--- config.mk ---
export PLATFORM = sky130hd
export DESIGN_NAME = indexed_list_with_compaction
export DESIGN_NICKNAME = d
export VERILOG_FILES = /design/src/rtl/core/ilc_pkg.sv /design/src/rtl/core/ilc_ram.sv /design/src/rtl/core/indexed_list_with_compaction.sv
export SDC_FILE = /design/constraint.sdc
export NUM_CORES = 1
export LEC_CHECK = 0
export ABC_CLOCK_PERIOD_IN_PS = 6350
export BUFFER_PORTS_ARGS = -buffer_cell sky130_fd_sc_hd__buf_2
export CAP_MARGIN = 0
export CORE_MARGIN = 2
export CORE_UTILIZATION = 40
export CTS_CLUSTER_SIZE = 16
export DETAILED_ROUTE_END_ITERATION = 8
export REMOVE_ABC_BUFFERS = 1
export SYNTH_ARGS = -nofsm -noshare
export SYNTH_HDL_FRONTEND = slang
export SYNTH_SLANG_ARGS = --single-unit
--- constraint.sdc ---
create_clock -name clk -period 6.35 [get_ports clk]
set_input_delay 1.5875 -clock clk [delete_from_list [all_inputs] [get_ports clk]]
set_output_delay 1.5875 -clock clk [all_outputs]
set_load 0.01 [all_outputs]
--- src/rtl/core/ilc_pkg.sv ---
// shared constants, codes and types for the indexed list with compaction
// no dependencies
`default_nettype none

package ilc_pkg;

  localparam int CAPACITY    = 16;
  localparam int VALUE_WIDTH = 32;
  localparam int INDEX_WIDTH = $clog2(CAPACITY);
  localparam int COUNT_WIDTH = $clog2(CAPACITY + 1);
  localparam int CMD_WIDTH   = 2;
  localparam int ST_WIDTH    = 2;

  typedef logic [VALUE_WIDTH-1:0] value_t;
  typedef logic [INDEX_WIDTH-1:0] index_t;
  typedef logic [COUNT_WIDTH-1:0] count_t;
  typedef logic [CMD_WIDTH-1:0]   cmd_t;
  typedef logic [ST_WIDTH-1:0]    status_t;

  // request commands
  localparam cmd_t CMD_GET    = 2'd0;
  localparam cmd_t CMD_SET    = 2'd1;
  localparam cmd_t CMD_APPEND = 2'd2;
  localparam cmd_t CMD_DELETE = 2'd3;

  // result status codes
  localparam status_t ST_OK    = 2'd0;
  localparam status_t ST_RANGE = 2'd1;
  localparam status_t ST_FULL  = 2'd2;

endpackage

`default_nettype wire

--- src/rtl/core/ilc_ram.sv ---
// generic simple dual-port ram, one write port, one read port with registered data
// no dependencies
`default_nettype none

module ilc_ram #(
  parameter int WIDTH = 32,
  parameter int DEPTH = 16
) (
  input  logic                     clk,
  input  logic                     we,
  input  logic [$clog2(DEPTH)-1:0] waddr,
  input  logic [WIDTH-1:0]         wdata,
  input  logic [$clog2(DEPTH)-1:0] raddr,
  output logic [WIDTH-1:0]         rdata
);

  logic [WIDTH-1:0] mem [DEPTH];

  always_ff @(posedge clk) begin
    if (we) begin
      mem[waddr] <= wdata;
    end
    rdata <= mem[raddr];
  end

endmodule

`default_nettype wire

--- src/rtl/core/indexed_list_with_compaction.sv ---
// top level of the indexed list with compaction: control sequencer around one entry ram
// depends on ilc_pkg and ilc_ram
//
//   channel  dir  handshake            payload
//   in       in   in_valid / in_stall  cmd, index, value
//   out      out  out_valid / out_stall read_value, status, count
//
// set, append and any rejected request: the result goes from the result state into the output register
// get: an extra wait state first, for the registered ram read
// delete: a shift state first, in which the tail moves down one entry a cycle through the
//   single ram read and write port; no entry moves when the last entry goes
// rst clears the length, the state, the pending shift write and out_valid; ram contents stay undefined until written
// input is taken whenever the sequencer is idle, even while a result waits on out_stall;
//   a finished request waits in the result state while an earlier result is still stalled
`default_nettype none

module indexed_list_with_compaction
  import ilc_pkg::*;
(
  input  logic       clk,
  input  logic       rst,
  input  logic       in_valid,
  output logic       in_stall,
  input  cmd_t       cmd,
  input  index_t     index,
  input  value_t     value,
  output logic       out_valid,
  input  logic       out_stall,
  output value_t     read_value,
  output status_t    status,
  output count_t     count
);

  // sequencer states
  localparam logic [1:0] S_IDLE  = 2'd0;
  localparam logic [1:0] S_GETW  = 2'd1;
  localparam logic [1:0] S_SHIFT = 2'd2;
  localparam logic [1:0] S_RESP  = 2'd3;

  logic [1:0] state;
  count_t     used_count;

  // delete shift pointers: rptr reads ahead, wr_ptr trails one entry behind
  count_t     rptr;
  logic       wr_pend;
  index_t     wr_ptr;

  // result held until the output register frees up
  value_t     res_value;
  status_t    res_status;

  logic       accept;
  logic       in_range;
  logic       full;
  logic       out_free;

  logic       ram_we;
  index_t     ram_waddr;
  value_t     ram_wdata;
  index_t     ram_raddr;
  value_t     ram_rdata;

  assign in_stall = (state != S_IDLE);
  assign accept   = in_valid && (state == S_IDLE);
  assign in_range = (COUNT_WIDTH'(index) < used_count);
  assign full     = (used_count == COUNT_WIDTH'(CAPACITY));
  // output beat slot can take a new result this cycle
  assign out_free = !out_valid || !out_stall;

  // ram port steering
  always_comb begin
    ram_we    = 1'b0;
    ram_waddr = wr_ptr;
    ram_wdata = ram_rdata;
    ram_raddr = rptr[INDEX_WIDTH-1:0];
    case (state)
      S_IDLE: begin
        // a get reads straight from the request index
        ram_raddr = index;
        if (accept && (cmd == CMD_SET) && in_range) begin
          ram_we    = 1'b1;
          ram_waddr = index;
          ram_wdata = value;
        end else if (accept && (cmd == CMD_APPEND) && !full) begin
          ram_we    = 1'b1;
          ram_waddr = used_count[INDEX_WIDTH-1:0];
          ram_wdata = value;
        end
      end
      S_SHIFT: begin
        // entry read last cycle lands one place lower
        ram_we = wr_pend;
      end
      default: begin
        ram_we = 1'b0;
      end
    endcase
  end

  ilc_ram #(
    .WIDTH (VALUE_WIDTH),
    .DEPTH (CAPACITY)
  ) u_entries (
    .clk   (clk),
    .we    (ram_we),
    .waddr (ram_waddr),
    .wdata (ram_wdata),
    .raddr (ram_raddr),
    .rdata (ram_rdata)
  );

  always_ff @(posedge clk) begin
    if (rst) begin
      state      <= S_IDLE;
      used_count <= '0;
      wr_pend    <= 1'b0;
      out_valid  <= 1'b0;
    end else begin
      // result state reloads the slot itself when it frees up
      if (out_valid && !out_stall && (state != S_RESP)) begin
        out_valid <= 1'b0;
      end
      case (state)
        S_IDLE: begin
          if (accept) begin
            res_value <= '0;
            case (cmd)
              CMD_GET: begin
                if (in_range) begin
                  res_status <= ST_OK;
                  state      <= S_GETW;
                end else begin
                  res_status <= ST_RANGE;
                  state      <= S_RESP;
                end
              end
              CMD_SET: begin
                res_status <= in_range ? ST_OK : ST_RANGE;
                state      <= S_RESP;
              end
              CMD_APPEND: begin
                state <= S_RESP;
                if (full) begin
                  res_status <= ST_FULL;
                end else begin
                  res_status <= ST_OK;
                  used_count <= used_count + COUNT_WIDTH'(1);
                end
              end
              CMD_DELETE: begin
                if (in_range) begin
                  res_status <= ST_OK;
                  rptr       <= COUNT_WIDTH'(index) + COUNT_WIDTH'(1);
                  wr_pend    <= 1'b0;
                  state      <= S_SHIFT;
                end else begin
                  res_status <= ST_RANGE;
                  state      <= S_RESP;
                end
              end
              default: begin
                res_status <= ST_OK;
                state      <= S_RESP;
              end
            endcase
          end
        end
        S_GETW: begin
          res_value <= ram_rdata;
          state     <= S_RESP;
        end
        S_SHIFT: begin
          if (rptr < used_count) begin
            wr_pend <= 1'b1;
            wr_ptr  <= INDEX_WIDTH'(rptr - COUNT_WIDTH'(1));
            rptr    <= rptr + COUNT_WIDTH'(1);
          end else begin
            wr_pend <= 1'b0;
            // last move has been written, list is one shorter
            if (!wr_pend) begin
              used_count <= used_count - COUNT_WIDTH'(1);
              state      <= S_RESP;
            end
          end
        end
        S_RESP: begin
          if (out_free) begin
            out_valid  <= 1'b1;
            read_value <= res_value;
            status     <= res_status;
            count      <= used_count;
            state      <= S_IDLE;
          end
        end
        default: begin
          state <= S_IDLE;
        end
      endcase
    end
  end

`ifndef SYNTHESIS
  a_len_bound: assert property (@(posedge clk) disable iff (rst)
    used_count <= COUNT_WIDTH'(CAPACITY))
    else $error("list length beyond capacity");

  a_len_step: assert property (@(posedge clk) disable iff (rst)
    !$past(rst) |-> (used_count == $past(used_count)
      || used_count == $past(used_count) + COUNT_WIDTH'(1)
      || used_count == $past(used_count) - COUNT_WIDTH'(1)))
    else $error("list length moved by more than one");

  a_shift_wr: assert property (@(posedge clk) disable iff (rst)
    (state == S_SHIFT && wr_pend) |-> (COUNT_WIDTH'(wr_ptr) < used_count))
    else $error("shift write outside the list");

  a_shift_rd: assert property (@(posedge clk) disable iff (rst)
    (state == S_SHIFT) |-> (rptr <= used_count))
    else $error("shift read pointer past the end");

  a_out_status: assert property (@(posedge clk) disable iff (rst)
    out_valid |-> (status == ST_OK || status == ST_RANGE || status == ST_FULL))
    else $error("undefined status code on output");
`endif

endmodule

`default_nettype wire
==> results.yml <==
sta:
  min_period_ns: 4.37
  worst_slew_pin_slew_ns: 1.05
  grt_setup_unrepaired: "no"
  fin_crit_sh: 0.688
  final-hold-violation-count: 0
  setup_viol: 0
  holdWs_ns: 0.411
  clock_skew_ns: 0.0165
  fmax_mhz: 229
  relSlewSlack: 0.295
  slew_viol_final: 0
setup_path:
  critPathCaptureType: "flop"
  rr_worst_depth: 10
  max_stage_delay_ns: 0.81
  r2r_start: "state[0]"
  cp_slowest_cell: "a31oi_1"
  cp_cell_sequence: "buf_2 -> inv_1 -> ha_1 -> nand3_2 -> a31oi_1 -> nor2b_1 -> nor2b_1 -> o21ai_0 -> o32ai_4 -> buf_4"
  crit_fanout: 32
  path_class: "input port to flop"
  regToRegEndpoint: "u_entries.mem[5][2]"
  cp.arrival_ns: 4.64
  setup.worst_path.start_class: "input port"
  required_ns: 6.62
  r2r_setup_slack_ns: 2.43
  cpMostUsedCell: "nor2b_1"
synth:
  ys_ff_latch: 635
  synth_ff_type: "edfxtp_1"
  postSynthCellCount: 1918
  synth-edff-count: 594
  ys_types: 60
  seq_area_frac_synth: 0.736
  synthArstFlopShare: 0
  ys_warn_count: 0
  avgSynthCellArea_um2: 13.2
  synth_area_um2: 25300
cts:
  postCtsHoldBufs: 0
  cts.clk_slew.worst_paths_ns: 0.06
  cts_sinks: 635
  cts_buffer_depth: 3
  cts-buffers-inserted: 67
  clk_latency_ns: 0.61
  tritoncts: "yes"
  cts-resized-gates: 0
  post-cts-setup-buffers: 0
  clock_tree.root_cell: "clkbuf_16"
  h-tree-depth: 3
power:
  clock_power_share: 0.304
  total_power_uw: 12800
  switchingPower_uw: 4130
  p_comb_frac: 0.263
  swShare: 0.322
  leakage_uw: 0.0102
  p_seq_frac: 0.434
  ir_drop_uv: 263
  intPower_uw: 8690
  cellPowerDensity_nw_per_um2: 438
place:
  place_hpwl_um: 33900
  dpl.cell_count: 2783
  port_buffers: 82
  finalWeightedCongestion: 0.883
die:
  die_w_um: 256
  initial_utilization: 0.403
  dieArea_um2: 65400
  core_region_area_um2: 62900
  rows: 92
  io_pins: 83
  die_y_um: 256
global_route:
  grt_pass1_vias: 15143
  grt_pass1_wl_um: 95300
  grt_max_degree: 129
  grt_remaining_overflow: 0
  grt_usage: 0.191
  antenna_found_initial: 0
drt:
  dr.pass1.iters: 5
  wl_um: 62700
  wl_per_cell_um: 21.6
  vias_per_cell: 5.37
  drc: 0
  drt_iter0_drc: 1296
  via_count: 15620
  ant_nets: 0
hold_path:
  hold_path_depth: 0
  hp-class: "flop to flop"
  worstHoldEndpoint: "read_value[0]"
  min-delay-start: "res_value[0]"
layout:
  layout-drive-gt1-share: 0.144
  layout.cells.non_filler: 2907
  syn_to_final_growth_pct: 15.5
  nets: 2070
job:
  maxCapViolCount: 0
run_status:
  outcome: "finished, final reports clean"
==> cells in the mapped netlist, drive strengths merged, types with 3 or more instances <==
cell type	n	area [um^2]
a31oi	36	225
a311o	3	30.0
nand2	562	2110
o31ai	3	22.5
o22ai	25	163
and3	20	125
a21oi	65	329
clkbuf	29	109
nand2b	9	56.3
nor2b	3	18.8
buf	78	408
nand3	226	1140
nor3	3	15.0
inv	18	67.6
ha	21	263
or2	4	27.5
xnor2	6	52.6
and2	33	206
a311oi	18	158
o21a	3	22.5
o211ai	3	27.5
edfxtp	594	17800
dfxtp	41	821
o32ai	18	165
or3	10	62.6
mux2	35	507
a21o	3	22.5
mux2i	6	60.1
o21ai	6	30.0
nor2	17	63.8
xor2	3	26.3
==> logic make-up after synthesis <==
kind of cell,Yosys count,share of synthesized area
compound gates,192,0.0512
xor+xnor,9,0.00311
flops,635,0.736
simple gates,893,0.153
buf+inv,126,0.0232
fa+ha+maj,22,0.0112
mux,41,0.0224
==> area by class of cell <==
type | count | area, um^2
tap | 846 | 1060
clock inverter | 37 | 369
multi-input combinational | 1157 | 6520
inverter | 19 | 71.3
antenna | 1 | 2.50
sequential | 635 | 18700
clock buffer | 86 | 1810
timing repair buffer | 126 | 778
fill | 5520 | 33600
==> worst max path at each step <==
| stage | slack (ns) | to | cells past startpoint | start |
|---|---|---|---|---|
| floorplan | -3.28 | u_entries.rdata[16] | 4 | index[0] |
| finish | 1.98 | u_entries.mem[5][2] | 10 | cmd[0] |
| global placement | 1.45 | u_entries.mem[6][30] | 8 | index[1] |
| global route | 1.77 | u_entries.mem[5][2] | 10 | cmd[0] |
| detailed placement | 1.44 | u_entries.mem[6][31] | 8 | index[2] |
| CTS | 2.06 | u_entries.mem[6][2] | 8 | index[2] |
==> registers in the layout (all words and copies together), names as in the netlist, 4 cells and up <==
register	cells
used_count	5
read_value	32
u_entries.rdata	32
res_value	32
wr_ptr	4
u_entries.mem	512
count	5
rptr	5
==> placed cells by master, fill, tap and decap left out, drive strengths merged, types with 2 or more instances in the layout <==
master / instances
a31oi: 36
a311o: 3
o31ai: 3
nor2b: 3
xnor2: 6
o22ai: 25
inv: 20
and2: 33
mux2: 35
o21a: 3
buf: 126
or3: 10
nand2b: 9
mux2i: 6
and3: 20
dfxtp: 41
clkinv: 28
o21ai: 6
nand3: 226
bufinv: 6
a21oi: 65
nor2: 17
a311oi: 18
edfxtp: 594
xor2: 3
o211ai: 3
nand2: 562
o32ai: 18
ha: 21
a21o: 3
clkinvlp: 2
clkbuf: 86
or2: 4
nor3: 3
==> worst max-delay path, delay by kind of cell <==
kind	cells	cell delay, ns
AO/OA/AOI/OAI	3	1.72
adder cells (fa/ha/maj)	1	0.24
buffers and inverters	3	0.58
AND/OR/NAND/NOR	3	0.48
==> layer usage <==
| layer | track usage | part of all wire | up-vias |
|---|---|---|---|
| met5 | 0 | 0 | - |
| met3 | 0.0280 | 0.060 | 81 |
| met4 | 0.0554 | 0.017 | 0 |
| met2 | 0.317 | 0.49 | 536 |
| li1 | - | - | 7182 |
| met1 | 0.261 | 0.44 | 7821 |
==> power by group through the flow <==
stage,registers (uW),logic (uW),clock network [uW]
after global placement,5640,3300,0
after detailed placement,5640,3370,0
after floorplan,5600,2340,0
after global routing,5580,3710,4130
final,5560,3370,3890
after CTS,5560,3380,3960
==> stage by stage <==
stage	setup slack [ns]	instance area (um^2)	setup TNS, ns	utilization
after floorplan	-3.28	24800	-91.27	-
after global placement	1.45	27100	0	0.431
after detailed placement	1.44	27100	0	0.431
after CTS	2.06	29300	0	0.466
after global routing	1.77	29300	0	0.466
final	1.98	29300	0	0.466
Power figures use the tool's default switching activity.
